## src/rtl/pda_pkg.sv

```systemverilog
// Shared types and constants for the periodic density accumulator.
// Used by every module of the block; depends on nothing else.
package pda_pkg;

  localparam int MAX_DIM     = 32;
  localparam int CRD_W       = $clog2(MAX_DIM);
  localparam int ADDR_W      = 3 * CRD_W;
  localparam int STORE_DEPTH = MAX_DIM * MAX_DIM * MAX_DIM;
  localparam int DIM_W       = 6;
  localparam int COORD_W     = 7;
  localparam int SAMPLE_W    = 16;
  localparam int WEIGHT_W    = 16;
  localparam int ACC_W       = 32;
  localparam int INC_W       = 21;
  localparam int PADDR_W     = 4;
  localparam int PDATA_W     = 32;
  localparam int IN_TDATA_W  = 56;
  localparam int OUT_TDATA_W = 48;
  localparam int OUT_TUSER_W = 2;

  typedef enum logic [1:0] {
    REG_GRID_NX = 2'd0,
    REG_GRID_NY = 2'd1,
    REG_GRID_NZ = 2'd2,
    REG_WEIGHT  = 2'd3
  } reg_idx_t;

  typedef struct packed {
    logic [DIM_W-1:0]           nx;
    logic [DIM_W-1:0]           ny;
    logic [DIM_W-1:0]           nz;
    logic signed [WEIGHT_W-1:0] weight;
  } cfg_t;

  // One item as it leaves the front end: folded address and rounded increment.
  typedef struct packed {
    logic                    vld;
    logic                    drop;
    logic [ADDR_W-1:0]       addr;
    logic signed [INC_W-1:0] inc;
  } item_t;

endpackage

```

## src/rtl/pda_cfg.sv

```systemverilog
// Configuration register file behind the APB-style port.
// Depends on pda_pkg for the register map and the cfg_t bundle.
module pda_cfg import pda_pkg::*; (
  input  logic               clk,
  input  logic               rst_n,
  input  logic               cfg_psel,
  input  logic               cfg_penable,
  input  logic               cfg_pwrite,
  input  logic [PADDR_W-1:0] cfg_paddr,
  input  logic [PDATA_W-1:0] cfg_pwdata,
  output logic [PDATA_W-1:0] cfg_prdata,
  output logic               cfg_pready,
  output cfg_t               cfg
);

  logic [DIM_W-1:0]           nx_r, ny_r, nz_r;
  logic signed [WEIGHT_W-1:0] weight_r;
  logic                       wr_en;
  reg_idx_t                   idx;

  assign cfg_pready = 1'b1;
  assign wr_en      = cfg_psel && cfg_penable && cfg_pwrite && cfg_pready;
  assign idx        = reg_idx_t'(cfg_paddr[3:2]);

  always_ff @(posedge clk) begin
    if (!rst_n) begin
      nx_r     <= DIM_W'(MAX_DIM);
      ny_r     <= DIM_W'(MAX_DIM);
      nz_r     <= DIM_W'(MAX_DIM);
      weight_r <= WEIGHT_W'(4096);
    end else if (wr_en) begin
      unique case (idx)
        REG_GRID_NX: nx_r     <= cfg_pwdata[DIM_W-1:0];
        REG_GRID_NY: ny_r     <= cfg_pwdata[DIM_W-1:0];
        REG_GRID_NZ: nz_r     <= cfg_pwdata[DIM_W-1:0];
        REG_WEIGHT:  weight_r <= cfg_pwdata[WEIGHT_W-1:0];
        default: ;
      endcase
    end
  end

  always_comb begin
    unique case (idx)
      REG_GRID_NX: cfg_prdata = PDATA_W'(nx_r);
      REG_GRID_NY: cfg_prdata = PDATA_W'(ny_r);
      REG_GRID_NZ: cfg_prdata = PDATA_W'(nz_r);
      REG_WEIGHT:  cfg_prdata = PDATA_W'(weight_r);
      default:     cfg_prdata = '0;
    endcase
  end

  assign cfg.nx     = nx_r;
  assign cfg.ny     = ny_r;
  assign cfg.nz     = nz_r;
  assign cfg.weight = weight_r;

endmodule

```

## config.mk

```make
export PLATFORM = sky130hd
export DESIGN_NAME = pda_cfg
export DESIGN_NICKNAME = d
export VERILOG_FILES = /design/src/rtl/pda_pkg.sv /design/src/rtl/pda_cfg.sv
export SDC_FILE = /design/constraint.sdc
export NUM_CORES = 1
export LEC_CHECK = 0
export BUFFER_PORTS_ARGS = -buffer_cell sky130_fd_sc_hd__buf_4
export CORE_ASPECT_RATIO = 1.4
export CORE_UTILIZATION = 45
export DETAILED_ROUTE_END_ITERATION = 16
export MAX_ROUTING_LAYER = met4
export PLACE_DENSITY = 0.94
export SYNTH_ARGS = -nofsm -noshare
export SYNTH_HDL_FRONTEND = slang
export SYNTH_SLANG_ARGS = --single-unit
```

## constraint.sdc

```tcl
create_clock -name clk -period 2.1 [get_ports clk]
set_clock_uncertainty 0.05 [all_clocks]
set_input_delay 0.105 -clock clk [delete_from_list [all_inputs] [get_ports clk]]
set_output_delay 0.105 -clock clk [all_outputs]
set_load 0.05 [all_outputs]
```

# Yosys cells after proc, flatten, opt, wreduce, memory -nomap -nowiden

Cells that the tools add are included.

Equality and inequality tests: 3
Muxes and demuxes: 1
Reduce and logical (&&, ||, !) cells: 7

Operators by type and width:

| kind               | number |
|---|---|
| $pmux 32 s4        | 1 |
| $reduce_and 2->1   | 4 |
| $eq 2x2->1 const B | 2 |
| $eq 2x1->1 const B | 1 |
| $logic_and 1x1->1  | 2 |
| $logic_not 2->1    | 1 |

Flip-flop bits (word level): 34
Input port bits: 41
Output and inout port bits: 67
Logic and storage cells: 15

# Logic depth before layout (Yosys ltp)

Gate-level depths: netlist (run 1).

Depth in word-level cells: 3
Mapped depth: 5
Mapped depth without buffers: 3

# Worst setup path after synthesis (run 1)

No wires, ideal clock.

Path kind: reg2out
Start point: reg weight_r[15]
End point: out cfg_prdata[16]
Data arrival time: 1,767 ps
Data required time: 1,945 ps
Setup slack: 178 ps
Cell stages (with the launch flop): 3
Path through: dfxtp_1 > and3_1 > buf_4

Cells in the longest elaborated chain, start to end: 1

RTL lines:

| item                     | RTL line      | source |
|---|---|---|
| start: declaration       | pda_cfg.sv:17 | `logic signed [WEIGHT_W-1:0] weight_r;` |
| start signal: assignment | pda_cfg.sv:36 | `REG_WEIGHT: weight_r <= cfg_pwdata[WEIGHT_W-1:0];` |
| $pmux 32 s4              | pda_cfg.sv:43 | `unique case (idx)` |
| end: declaration         | pda_cfg.sv:11 | `output logic [PDATA_W-1:0] cfg_prdata,` |

No other way between the ends.

# Worst setup path after layout (run 1)

Ends and elaborated chain as after synthesis.

==> flow_summary.json, run 1 <==
{
  "vias_per_cell": 5.114,
  "crit_chain": "and3_1 > buf_4",
  "fin_crit_sh": 0.7414,
  "drt_iter0_drc": 18,
  "power_density_mw_per_mm2": 584.7,
  "grt_use_total": 0.2118,
  "path_class": "flip-flop to output port",
  "hold_path_depth": 3,
  "grt_max_degree": 51,
  "finalWeightedCongestion": 0.7294,
  "maxUsedRoutingLayer": "met4",
  "hpwlAfterDp_mm": 2.763,
  "status": "complete, no violations",
  "diodes": 0,
  "cp_slowest_stage_delay_ps": 470,
  "vias": 1432,
  "post-route-drc-count": 0,
  "netlist_area_mm2": 0.001693,
  "final_common_cell": "buf_4",
  "cap_viol_max_count": 0,
  "r2r_slack_ps": 1370,
  "dieArea_mm2": 0.004014,
  "ys_ff_latch": 34,
  "clk_pin_slew_ps": 70,
  "cts_resized": 0,
  "rr_startpoint": "weight_r[12]",
  "cts_root_buf": "clkbuf_8",
  "cts_hold_buf": 0,
  "crit_required_ps": 1950,
  "final_antenna_net_count": 0,
  "dieWidth_um": 53.84,
  "cp_max_fo": 17,
  "start_util": 0.4688,
  "maxSlewHeadroom": 0.5341,
  "hp-start": "cfg_pwdata[13]",
  "rows": 26,
  "coreArea_mm2": 0.003611,
  "hold_class": "input pin to flip-flop",
  "multi_input_area_um2": 809.5,
  "overflow": 0,
  "grt_setup_unrepaired": "no",
  "met2_length_mm": 2.071,
  "tightest_slew_ps": 695.0,
  "slew_violations": 0,
  "cts_setup_buffers": 0,
  "die_h_um": 74.57,
  "syn-num-nets": 212,
  "area.sequential_um2": 680.7,
  "final-setup-viol-count": 0,
  "dr_wl_met3_um": 267,
  "antenna_found_initial": 0,
  "first_pass_iters": 4,
  "wirelength_met1_mm": 1.604,
  "cts_inserted_buffers": 5,
  "wirelength_mm": 3.984,
  "ctsHtreeMaxLevel": 2,
  "startpoint_type": "flip-flop",
  "fillers": 314,
  "grt_pass1_vias": 1320,
  "peakVddDrop_uv": 565.9,
  "ioPinCount": 108,
  "yosysWarningCount": 0,
  "final_cell_mix": "buf_4, nand2_1, dfxtp_1",
  "final_hold_viol_count": 0,
  "whs_ps": 24.12,
  "clkLatencyLatePin_ps": 280,
  "final_nets": 278,
  "rr_endpoint": "weight_r[12]",
  "finish.utilization": 0.6365,
  "cpMaxStageDelayCell": "and3_1",
  "drive_gt1_frac": 0.4412,
  "wire_per_inst_um": 14.23,
  "arrival_ps": 1400,
  "synth_cell_types": 18,
  "cts_tree": "yes",
  "grt_pass1_wl_mm": 5.899,
  "tns_ps": 0,
  "p_leak_uw": 0.001083,
  "cp-end-kind": "output port",
  "cts_sinks": 34,
  "avgSynthCellArea_um2": 9.900,
  "ctsLongestPathBuffers": 2,
  "yosysSeqAreaShare": 0.4021,
  "min_period_ps": 1557,
  "port_buffers": 88,
  "area_delta_synth_final_pct": 35.77,
  "syn_inst": 171,
  "min_to": "weight_r[13]",
  "r2r_cells": 2,
  "fmax_mhz": 642.3
}
[cells by family after synthesis]
group | after synthesis | share of synthesized area
AO/OA/AOI/OAI | 2 | 0.008128
buffers and inverters | 30 | 0.1197
flip-flops | 34 | 0.4021
multiplexers | 39 | 0.2749
other | 1 | 0.002215
AND/OR/NAND/NOR | 65 | 0.1929
[registers in the layout, indices dropped and copies added (netlist names)]
signal    cells
ny_r          6
nz_r          6
nx_r          6
weight_r     16
[through the flow]
| step | cell area (um^2) | worst slack (ps) | std cells | total power (uW) |
|---|---|---|---|---|
| floorplan | 1693 | 178.4 | 171 | 797.5 |
| global placement | 2207 | 678.2 | 272 | 854.2 |
| detailed placement | 2207 | 609.8 | 272 | 858.2 |
| CTS | 2298 | 515.0 | 280 | 1352 |
| global route | 2298 | 390.3 | 280 | 1396 |
| finish | 2298 | 543.1 | 280 | 1344 |
[where the power goes]
part           leakage [uW]  switching [uW]  internal [uW]  total (uW)
Sequential         0.000275            6.51            653         660
Clock             0.0000482             237            265         501
Combinational      0.000760             115           67.6         183
Total               0.00108             359            985        1340
[cell type report]
type / instances / area share
inverter: 1 / 0.001633
timing repair buffer: 88 / 0.2874
tap: 42 / 0.02286
clock buffer: 7 / 0.03756
multi-input combinational: 107 / 0.3522
sequential: 34 / 0.2961
clock inverter: 1 / 0.002177
[routing by layer]
layer | vias to the layer above | track usage
met5 | - | -
met4 | 0 | 0.07018
met3 | 5 | 0.05317
met2 | 65 | 0.3759
met1 | 673 | 0.2198
li1 | 689 | -
[worst max-delay path: cells and delay by family, from the launching register on]
family	cells	cell delay (ps)
buffers and inverters	1	290
and+or+nand+nor	1	470
DFF	1	350
[worst max-delay path by stage]
stage | from | end | slack (ps) | cells past startpoint
final | weight_r[15] | cfg_prdata[16] | 540 | 2
after global routing | weight_r[15] | cfg_prdata[16] | 390 | 2
after CTS | weight_r[15] | cfg_prdata[22] | 510 | 2
after detailed placement | cfg_paddr[3] | weight_r[3] | 610 | 4
after global placement | cfg_paddr[3] | weight_r[5] | 680 | 4
after floorplan | weight_r[15] | cfg_prdata[16] | 180 | 2
[synthesized netlist by cell type]
cell type	instances	area, um^2
and3_1	10	62.56
buf_4	18	135.1
buf_6	3	33.78
clkbuf_1	8	30.03
conb_1	1	3.750
dfxtp_1	34	680.7
inv_1	1	3.750
mux2i_1	33	330.3
mux4_2	6	135.1
nand2_1	46	172.7
nand3_4	1	17.52
nor2_4	1	11.26
nor2b_1	4	25.02
nor3_2	1	10.01
nor3b_4	1	18.77
o21ai_0	1	5.000
o311ai_0	1	8.760
or3b_1	1	8.760
(Power assumes the default switching activity.)
==> inputs of run 2 (changes only) <==
Settings changed: CORE_UTILIZATION 45 to 42, PLACE_DENSITY 0.94 to 0.89.
Clock period 2.1 ns to 1.6 ns, I/O delays scaled along.
==> run 2 against run 1 <==
Non-clock buffer count increased by 4. Combinational power increased by 34%. Final area increased by 1.6%. Wire length decreased by 2.6%. Global-route usage decreased by 1.9 points. Total power increased by 26%. Sequential power increased by 31%. Die area increased by 6.9%. Critical path depth unchanged. Largest power group unchanged.
==> flow_summary.json, run 2 (synthesis gave the netlist of run 1 again) <==
{
  "tns_ps": 0,
  "drive_gt1_frac": 0.4523,
  "grt_use_total": 0.1931,
  "final_hold_viol_count": 0,
  "cts_tree": "yes",
  "cp_slowest_stage_delay_ps": 480,
  "finalNonFillerCells": 283,
  "area_delta_synth_final_pct": 37.99,
  "dieWidth_um": 55.66,
  "wirelength_mm": 3.879,
  "preCtsSetupSlack_ps": 271.1,
  "drt_iter0_drc": 32,
  "dieArea_mm2": 0.004292,
  "final-setup-viol-count": 0,
  "fillers": 333,
  "clkLatencyLatePin_ps": 280,
  "startpoint_type": "flip-flop",
  "fin_ws_ps": 167.9,
  "largest_register_ffs": 16,
  "path_class": "flip-flop to output port",
  "final_common_cell": "buf_4",
  "cts_inserted_buffers": 5,
  "port_buffers": 88,
  "regMostFlops": "weight_r",
  "slew_violations": 0,
  "hold_class": "input pin to flip-flop",
  "grt_pass1_wl_mm": 6.258,
  "antenna_found_initial": 0,
  "power_density_mw_per_mm2": 723.5,
  "cp-end-kind": "output port",
  "ctsLongestPathBuffers": 2,
  "final_antenna_net_count": 0,
  "overflow": 0,
  "fin_crit_sh": 0.8951,
  "rows": 26,
  "wire_per_inst_um": 13.71,
  "coreArea_mm2": 0.003741,
  "path_delay_family": "multiplexers",
  "cap_viol_max_count": 0,
  "cp_max_fo": 3,
  "crit_required_ps": 1470,
  "vias_per_cell": 5.085,
  "p_leak_uw": 0.001099,
  "grt_max_degree": 38,
  "finish.utilization": 0.6244,
  "post-route-drc-count": 0,
  "fmax_mhz": 698.3,
  "arrival_ps": 1300,
  "min_period_ps": 1432,
  "peakVddDrop_uv": 531.3,
  "die_h_um": 77.12,
  "status": "complete, no violations",
  "cpMaxStageDelayCell": "mux4_2",
  "ctsHtreeMaxLevel": 2,
  "vias": 1439,
  "grt_pass1_vias": 1369,
  "cts_root_buf": "clkbuf_8",
  "grt_setup_unrepaired": "no",
  "cts_sinks": 34,
  "final_nets": 282,
  "crit_chain": "mux4_2 > buf_4",
  "post-place-cells": 275,
  "diodes": 0,
  "hpwlAfterDp_mm": 2.825,
  "ioPinCount": 108,
  "start_util": 0.4525,
  "crit_buf_inv": 1,
  "finalWeightedCongestion": 0.7111,
  "final_cell_mix": "buf_4, nand2_1, dfxtp_1",
  "clk_pin_slew_ps": 60,
  "first_pass_iters": 4
}
[run 2: cell count changes in the layout (fill, tap and decap cells not counted), sizes merged]
| cell | change |
|---|---|
| dlygate4sd3 | +1 |
| clkbuf | -2 |
| buf | +3 |
| clkinv | +1 |
[run 2: power breakdown]
group          total [uW]  internal (uW)  switching (uW)
Combinational         246           93.9             152
Sequential            866            858            8.25
Clock                 578            291             287
[run 2: layout make-up]
class / instances / area, um^2 / area share
clock buffers: 5 / 68.82 / 0.02946
clock inverters: 2 / 10.01 / 0.004285
inverters: 1 / 3.754 / 0.001607
multi-input cells: 107 / 814.5 / 0.3487
flip-flops and latches: 34 / 680.7 / 0.2914
well taps: 42 / 52.55 / 0.02250
repair buffers: 92 / 705.7 / 0.3021
[run 2: metrics by stage]
| step | cell area [um^2] | hold slack, ps | power [uW] |
|---|---|---|---|
| after floorplan | 1698 | 172.2 | 1047 |
| after global placement | 2247 | 288.0 | 1127 |
| after detailed placement | 2247 | 298.5 | 1131 |
| after CTS | 2336 | 1.652 | 1711 |
| after global routing | 2336 | 0.6548 | 1765 |
| final | 2336 | 6.936 | 1690 |
[run 2: repair_timing]
| action | 4_1_cts | 5_1_grt |
|---|---|---|
| buffers inserted | 0 | 0 |
| endpoints found under the hold margin | 1 | 0 |
| hold buffers | 1 | 0 |
| resized for setup | 0 | 0 |
[run 2: metal layers]
metal	up-vias	GRT usage	wire (um)	part of all wire
met2	66	0.3590	2065	0.53
met1	674	0.1869	1467	0.38
li1	692	-	-	-
met4	0	0.07500	61	0.016
met3	7	0.05059	285	0.073
met5	-	-	0	0
[run 2: path summary, 6_finish.rpt]
| check | startpoint | end | slack [ps] | cells after the start |
|---|---|---|---|---|
| hold reg to reg | weight_r[1] | weight_r[1] | 420 | 2 |
| setup / recovery | weight_r[3] | cfg_prdata[3] | 170 | 2 |
| hold / removal | cfg_pwdata[15] | weight_r[15] | 7 | 3 |
| setup reg to reg | weight_r[12] | weight_r[12] | 870 | 2 |
[run 2: worst reg2reg max path: cells and delay by family, from the launching register on]
| kind | cells | cell delay (ps) |
|---|---|---|
| flip-flops | 1 | 320 |
| AO/OA/AOI/OAI | 2 | 210 |
