[src/rtl/pda_pkg.sv]
// Shared types and constants for the periodic density accumulator.
// Used by every module of the block; depends on nothing else.
package pda_pkg;

  localparam int MAX_DIM     = 32;
  localparam int CRD_W       = $clog2(MAX_DIM);
  localparam int ADDR_W      = 3 * CRD_W;
  localparam int STORE_DEPTH = MAX_DIM * MAX_DIM * MAX_DIM;
  localparam int DIM_W       = 6;
  localparam int COORD_W     = 7;
  localparam int SAMPLE_W    = 16;
  localparam int WEIGHT_W    = 16;
  localparam int ACC_W       = 32;
  localparam int INC_W       = 21;
  localparam int PADDR_W     = 4;
  localparam int PDATA_W     = 32;
  localparam int IN_TDATA_W  = 56;
  localparam int OUT_TDATA_W = 48;
  localparam int OUT_TUSER_W = 2;

  typedef enum logic [1:0] {
    REG_GRID_NX = 2'd0,
    REG_GRID_NY = 2'd1,
    REG_GRID_NZ = 2'd2,
    REG_WEIGHT  = 2'd3
  } reg_idx_t;

  typedef struct packed {
    logic [DIM_W-1:0]           nx;
    logic [DIM_W-1:0]           ny;
    logic [DIM_W-1:0]           nz;
    logic signed [WEIGHT_W-1:0] weight;
  } cfg_t;

  // One item as it leaves the front end: folded address and rounded increment.
  typedef struct packed {
    logic                    vld;
    logic                    drop;
    logic [ADDR_W-1:0]       addr;
    logic signed [INC_W-1:0] inc;
  } item_t;

endpackage

[src/rtl/pda_front.sv]
// Front end: periodic folding, linear address and the scaled product.
// Four stages that advance together; depends on pda_pkg.
module pda_front import pda_pkg::*; (
  input  logic                  clk,
  input  logic                  rst_n,
  input  cfg_t                  cfg,
  input  logic                  adv,
  input  logic                  in_accept,
  input  logic [IN_TDATA_W-1:0] in_data,
  output item_t                 item
);

  typedef struct packed {
    logic             ok;
    logic [CRD_W-1:0] f;
  } fold_t;

  function automatic fold_t fold(input logic [COORD_W-1:0] c, input logic [DIM_W-1:0] n);
    logic signed [8:0] cs;
    logic signed [8:0] ns;
    logic signed [8:0] fs;
    fold_t             r;
    cs = 9'(signed'(c));
    ns = 9'(n);
    if (cs < 0) begin
      fs = cs + ns;
    end else if (cs >= ns) begin
      fs = cs - ns;
    end else begin
      fs = cs;
    end
    r.ok = (cs >= -ns) && (cs < (ns <<< 1));
    r.f  = fs[CRD_W-1:0];
    return r;
  endfunction

  function automatic logic dim_ok(input logic [DIM_W-1:0] n);
    return (n != '0) && (32'(n) <= MAX_DIM);
  endfunction

  // Stage 1: captured item.
  logic                        s1_vld_r;
  logic [COORD_W-1:0]          s1_x_r, s1_y_r, s1_z_r;
  logic signed [SAMPLE_W-1:0]  s1_pa_r, s1_pb_r;
  // Stage 2: address, drop flag and sample product.
  logic                        s2_vld_r, s2_drop_r;
  logic [ADDR_W-1:0]           s2_addr_r;
  logic signed [31:0]          s2_p_r;
  // Stage 3: weighted product.
  logic                        s3_vld_r, s3_drop_r;
  logic [ADDR_W-1:0]           s3_addr_r;
  logic signed [47:0]          s3_prod_r;
  // Stage 4: rounded increment.
  logic                        s4_vld_r, s4_drop_r;
  logic [ADDR_W-1:0]           s4_addr_r;
  logic signed [INC_W-1:0]     s4_inc_r;

  logic [2*DIM_W-1:0]          nyz_r;
  fold_t                       fx, fy, fz;
  logic                        drop_nxt;
  logic [ADDR_W-1:0]           addr_nxt;
  logic signed [31:0]          p_nxt;
  logic signed [47:0]          prod_nxt;
  logic signed [47:0]          rnd;

  assign fx       = fold(s1_x_r, cfg.nx);
  assign fy       = fold(s1_y_r, cfg.ny);
  assign fz       = fold(s1_z_r, cfg.nz);
  assign drop_nxt = !(dim_ok(cfg.nx) && dim_ok(cfg.ny) && dim_ok(cfg.nz)) ||
                    !fx.ok || !fy.ok || !fz.ok;
  assign addr_nxt = ADDR_W'(fx.f) * ADDR_W'(nyz_r) + ADDR_W'(fy.f) * ADDR_W'(cfg.nz) +
                    ADDR_W'(fz.f);
  assign p_nxt    = s1_pa_r * s1_pb_r;
  assign prod_nxt = s2_p_r * cfg.weight;
  // Round to nearest, ties up, while dropping 27 fraction bits.
  assign rnd      = s3_prod_r + 48'sd67108864;

  always_ff @(posedge clk) begin
    nyz_r <= cfg.ny * cfg.nz;
    if (!rst_n) begin
      s1_vld_r <= 1'b0;
      s2_vld_r <= 1'b0;
      s3_vld_r <= 1'b0;
      s4_vld_r <= 1'b0;
    end else if (adv) begin
      s1_vld_r <= in_accept;
      s2_vld_r <= s1_vld_r;
      s3_vld_r <= s2_vld_r;
      s4_vld_r <= s3_vld_r;
    end
    if (adv) begin
      s1_x_r    <= in_data[6:0];
      s1_y_r    <= in_data[13:7];
      s1_z_r    <= in_data[20:14];
      s1_pa_r   <= in_data[36:21];
      s1_pb_r   <= in_data[52:37];
      s2_drop_r <= drop_nxt;
      s2_addr_r <= addr_nxt;
      s2_p_r    <= p_nxt;
      s3_drop_r <= s2_drop_r;
      s3_addr_r <= s2_addr_r;
      s3_prod_r <= prod_nxt;
      s4_drop_r <= s3_drop_r;
      s4_addr_r <= s3_addr_r;
      s4_inc_r  <= rnd[47:27];
    end
  end

  assign item.vld  = s4_vld_r;
  assign item.drop = s4_drop_r;
  assign item.addr = s4_addr_r;
  assign item.inc  = s4_inc_r;

endmodule

[config.mk]
export PLATFORM = sky130hd
export DESIGN_NAME = pda_front
export DESIGN_NICKNAME = d
export VERILOG_FILES = /design/src/rtl/pda_pkg.sv /design/src/rtl/pda_front.sv
export SDC_FILE = /design/constraint.sdc
export NUM_CORES = 2
export LEC_CHECK = 0
export BUFFER_PORTS_ARGS = -buffer_cell sky130_fd_sc_hd__buf_4
export CAP_MARGIN = 20
export CORE_ASPECT_RATIO = 0.9
export CORE_MARGIN = 2
export CORE_UTILIZATION = 45
export CTS_CLUSTER_DIAMETER = 200
export DETAILED_ROUTE_END_ITERATION = 6
export SYNTH_ARGS = -nofsm -noshare
export SYNTH_HDL_FRONTEND = slang
export SYNTH_SLANG_ARGS = --single-unit
[constraint.sdc]
create_clock -name clk -period 6.6 [get_ports clk]
set_clock_uncertainty 0.05 [all_clocks]
set_input_delay 0.33 -clock clk [delete_from_list [all_inputs] [get_ports clk]]
set_output_delay 0.33 -clock clk [all_outputs]
set_load 0.02 [all_outputs]
# Yosys cells after proc, flatten, opt, wreduce, memory -nomap -nowiden
# Cells that the tools add are included.
[word_totals] input_bits=94 regBits=218
[classes] mul=5 add_sub_neg=12 muxes=6 reduce_logical=18 n_lt_le_gt_ge=15
[ops] cell="$add A48 B28 Y48 const B" n=1
[ops] cell="$mul A32 B16 Y48" n=1
[ops] cell="$mul A16 B16 Y32" n=1
[ops] cell="$mux W5" n=6
[ops] cell="$ge A7 B9 Y1" n=3
[ops] cell="$neg A6 Y9" n=3
[ops] cell="$lt A7 B8 Y1" n=3
[ops] cell="$ge A7 B7 Y1" n=3
[ops] cell="$lt A7 B1 Y1 const B" n=3
[ops] cell="$le A6 B6 Y1 const B" n=3
[ops] cell="$reduce_bool A6 Y1" n=3
[ops] cell="$add A15 B11 Y15" n=1
[ops] cell="$add A15 B5 Y15" n=1
[ops] cell="$add A5 B5 Y5" n=3
[ops] cell="$mul A5 B12 Y15" n=1
[ops] cell="$sub A5 B5 Y5" n=3
[ops] cell="$mul A6 B6 Y12" n=1
[ops] cell="$mul A5 B6 Y11" n=1
[ops] cell="$logic_and A1 B1 Y1" n=8
[ops] cell="$logic_not A1 Y1" n=4
[ops] cell="$logic_or A1 B1 Y1" n=3

# Longest topological paths before layout
[depth] depth_word=8 depth_mapped=32 depth_no_buf=32

# Worst setup path after synthesis
# No wires, ideal clock.
[synth_timing] kind="input -> register" startpoint="input port cfg[24] in the netlist's numbering" endpoint="register s2_addr_r[14], data pin" setup_ns=0.268 t_required_ns=6.282 stages=30 path_slack_ns=-0.577 t_arrival_ns=6.859 cell_sequence="clkbuf_1 -> inv_1 -> ha_1 -> inv_1 -> o21bai_1 -> a21oi_1 -> o21bai_1 -> a21oi_1 -> nor2b_1 -> mux2i_1 -> nand2_1 -> fa_1 -> fa_1 -> inv_1 -> fa_1 -> fa_1 -> inv_1 -> fa_1 -> inv_1 -> ha_1 -> nor2b_1 -> o21ai_0 -> a21boi_0 -> o21ai_0 -> nand2_1 -> a21o_1 -> nand2_1 -> a21oi_1 -> o41ai_1 -> xnor3_1"
[synth_via] elab_chain_cells=6 word_cells_on_any_way=8 classes_between="add/sub (4); mul (1); order compare (1); mux (2)"
[synth_lines] item="start, declared" line="pda_front.sv:6" rtl="input cfg_t cfg,"
[synth_lines] item="$ge A7 B7 Y1 or $sub A5 B5 Y5 (tied branches)" line="pda_front.sv:27, pda_front.sv:28"
[synth_lines] item="$mux W5" line="pda_front.sv:27" rtl="end else if (cs >= ns) begin"
[synth_lines] item="$mux W5 *" line="pda_front.sv:25" rtl="if (cs < 0) begin"
[synth_lines] item="$mul A5 B6 Y11 *" line="pda_front.sv:71" rtl="assign addr_nxt = ADDR_W'(fx.f) * ADDR_W'(nyz_r) + ADDR_W'(fy.f) * ADDR_W'(cfg.nz) +"
[synth_lines] item="$add A15 B11 Y15 *" line="pda_front.sv:71"
[synth_lines] item="$add A15 B5 Y15 *" line="pda_front.sv:71"
[synth_lines] item="net addr_nxt[14]" line="pda_front.sv:61" rtl="logic [ADDR_W-1:0] addr_nxt;"
[synth_lines] item="end signal, assigned" line="pda_front.sv:98" rtl="s2_addr_r <= addr_nxt;"
[synth_lines] item="end, declared" line="pda_front.sv:47" rtl="logic [ADDR_W-1:0] s2_addr_r;"
# The timed path passes the listed nets; every way through them passes the cells marked *.
# A chain may end at the register's enable or synchronous reset.

# Worst setup path in the final report
[layout_timing] startpoint="register s2_p_r[22]" endpoint="register s3_prod_r[42], data pin"
[layout_via] elab_chain_cells=1
[layout_lines] item="start, declared" line="pda_front.sv:48" rtl="logic signed [31:0] s2_p_r;"
[layout_lines] item="start signal, assigned" line="pda_front.sv:99" rtl="s2_p_r <= p_nxt;"
[layout_lines] item="$mul A32 B16 Y48" line="pda_front.sv:74" rtl="assign prod_nxt = s2_p_r * cfg.weight;"
[layout_lines] item="net prod_nxt[42]" line="pda_front.sv:63" rtl="logic signed [47:0] prod_nxt;"
[layout_lines] item="end signal, assigned" line="pda_front.sv:102" rtl="s3_prod_r <= prod_nxt;"
[layout_lines] item="end, declared" line="pda_front.sv:52" rtl="logic signed [47:0] s3_prod_r;"
# The timed path passes the listed nets, and every way through them passes these cells.

==> key figures <==
Run status
  – Status: finished with violations
  – Failing checks: setup timing

Synthesis
  – Post-Syn Area: 38900 sq um
  – Cell count after synthesis: between 3000 and 4000
  – Synth Net Count: roughly 5200
  – Post-synth EDFFs: 176
  – Unique masters post-synth: a little over 60
  – Avg Cell Area, Syn: a little under 10 sq um
  – Synth area leaders: fa_1 43%, edfxtp_1 14%, ha_1 11%
  – Synth Register Bits: 192
  – Post-synth top cells: 953 x inv_1, 832 x fa_1, 529 x nand2_1, 338 x and2_1, 330 x ha_1
  – Synth area leader: fa_1
  – Most frequent cell after synthesis: inv_1
  – Yosys warns: 0
  – Asr flop ratio synth: 0
  – Seq/Total Area, Yosys: 0.144
  – Ys flop type: edfxtp_1
  – Yosys top cell area share: 0.429

Detailed routing
  – Number of vias per cell: 4.87
  – Antenna viol nets, final: 0
  – Final wirelength: around 92000 um
  – DR WL/cell: around 17 um
  – Vias: about 27000
  – DRT iter0 DRCs: 1421
  – Remaining DRCs: 0
  – Drt pass-1 iters: 5

Global routing
  – M1 GR Usage: 0.315
  – Aggregate global routing overflow: 0
  – Met2 GRT Util: 0.363
  – Initial antenna violation count: 1
  – Met3 Use GR: 0.0282
  – First-pass GRT wire length: around 150000 um
  – Gr usage total: 0.221
  – GR peak layer: met2
  – Vias in the first global route: slightly below 30000
  – Largest net degree at the start of global routing: just over 80

Critical path
  – Worst Path Max Fanout: 5
  – WS Path Type: reg2reg
  – Crit path launch type: flip-flop
  – Slowest Stage Delay on Critical Path: between 0.5 and 0.6 ns
  – Worst Path Arrival: approximately 6.8 ns
  – CP Capture Type: flip-flop
  – Worst-path cell chain: buf_4 -> and2_1 -> fa_2 -> inv_1 -> fa_1 -> fa_1 -> fa_1 -> fa_1 -> fa_1 -> inv_2 -> ha_4 -> nand4_1 -> nor4_4 -> nand3_1 -> a21oi_2 -> buf_4 -> nor4b_4 -> buf_6 -> o211a_4 -> nor3_4 -> nor2b_1 -> o21ba_1 -> xnor2_1
  – Critical path's slowest cell: fa_2
  – Req. time, crit path: 6.82 ns
  – Most Frequent Cell on Critical Path: fa_1

Placed design
  – Post-DP HPWL: 76200 um
  – Port-buffer cells: between 100 and 150
  – DP Area: around 43000 sq um
  – Routability congestion estimate: 0.889

Timing
  – Worst setup margin: -0.0193 ns
  – Max Slew Vio Count: 0
  – Worst relative slew slack: 0.295
  – Final hold vios: 0
  – Endpoints failing setup: 3
  – Slew @ Worst Pin: ~1.1 ns
  – Final period util: 1.00
  – F_max: ~0.15 GHz
  – Tmin final: roughly 6.6 ns
  – Unrepaired setup endpoints after global routing: yes

Final layout
  – Fin nets: 5658
  – Fillers: between 7000 and 8000
  – Share of layout cells above drive strength 1: 0.150
  – Area grow syn2layout: 18.0%
  – Fin area: roughly 46000 sq um
  – Inserted Diodes: 0

CTS
  – CTS root buffer: clkbuf_16
  – H-tree depth reported by CTS: 4
  – Longest Clk Path Bufs: 2
  – CTS tree: done
  – Worst-path clk slew: 0.08 ns
  – # clock sinks: approximately 190
  – Clk_lat worst skew: approximately 0.53 ns
  – Num CTS Buffers: 17

Floorplan
  – Starting Density: 0.453
  – Die footprint: just under 90000 sq um
  – Row count: 102
  – Core Footprint: between 80000 and 90000 sq um
  – I/O Pins: about 130
  – DIE HEIGHT: roughly 280 um
  – Die W: 314 um

Run
  – Number of max-cap violations: 0

Worst hold path
  – Hold crit path type: in2reg
-- worst paths after layout --
kind / to / depth (start not counted) / startpoint / slack, ns
max: s3_prod_r[42] / 23 / s2_p_r[22] / -0.02
min: nyz_r[0] / 4 / cfg[22] / 0.24
max reg2reg: s3_prod_r[42] / 23 / s2_p_r[22] / -0.02
min reg2reg: s3_addr_r[13] / 0 / s2_addr_r[13] / 0.37
-- layout make-up --
class	instances	area (sq um)	area share
Sequential cell	192	5610	0.122
Timing Repair Buffer	554	4790	0.104
Inverter	953	3580	0.0780
Tap cell	1144	1430	0.0312
Clock buffer	17	425	0.00928
Multi-Input combinational cell	2684	29800	0.651
Clock inverter	15	175	0.00382
-- sequential cells by signal, summed over array words and instances, names as in the netlist, 7 cells and up --
signal	cells
nyz_r	12
s1_pa_r	16
s1_pb_r	16
s1_x_r	7
s1_y_r	7
s1_z_r	7
s2_addr_r	15
s2_p_r	32
s3_addr_r	15
s3_prod_r	22
s4_addr_r	15
s4_inc_r	21
-- routing by layer --
| metal | wire length, um | up-vias |
|---|---|---|
| met5 | 0 | - |
| li1 | - | 12672 |
| met2 | 43000 | 549 |
| met3 | 4430 | 98 |
| met4 | 1760 | 0 |
| met1 | 43200 | 13748 |
-- timing repair --
action | CTS | global route
resized for setup | 63 | 89
hold buffers | 55 | 0
hold endpoints to repair | 57 | 0
gates cloned | 0 | 1
buffers inserted | 36 | 29
endpoints found under the setup margin | 15 | 24
pin swaps | 55 | 45
-- cells by family after synthesis --
group           synth area share
simple gates               0.139
mux                      0.00319
buf+inv                    0.105
fa+ha+maj                  0.535
flops                      0.144
xor+xnor                  0.0308
compound gates            0.0430
-- metrics by stage --
stage | setup slack, ns | setup TNS, ns | hold slack [ns] | instances | utilization
3_5_place_dp | -0.420 | -2.84 | 0.355 | 5411 | 0.507
2_1_floorplan | 0.00337 | 0 | 0.350 | 3961 | -
3_3_place_gp | -0.325 | -1.75 | 0.353 | 5411 | 0.507
5_1_grt | -0.331 | -2.57 | 0.252 | 5559 | 0.534
6_report | -0.0193 | -0.0501 | 0.242 | 5559 | 0.534
4_1_cts | -0.178 | -0.284 | 0.193 | 5532 | 0.527
-- layout by cell type (no fill, tap or decap), drive strengths merged, types with 9 or more instances in the layout --
master	count
xnor2	106
o21ai	53
nand2b	48
xor2	28
nor3	20
nand3	28
edfxtp	176
nor2b	17
a21oi	85
clkbuf	19
fa	832
nand2	529
nand4	10
ha	330
nor2	103
buf	497
and2	338
dlygate4sd3	55
a21o	52
and3	11
dfxtp	16
o21bai	24
mux2i	9
inv	959
-- critical path, delay by kind of cell, from the launching register on --
kind                       cells  cell delay [ns]
adders and majority gates      7             3.35
buffers and inverters          5             0.60
and+or+nand+nor                7             1.22
DFF                            1             0.48
AOI/OAI and AO/OA              3             0.54
xor gates and xnor gates       1             0.12
Power is not shown: default switching activity piles up to over one toggle a cycle in this logic, so the estimate is an artifact.
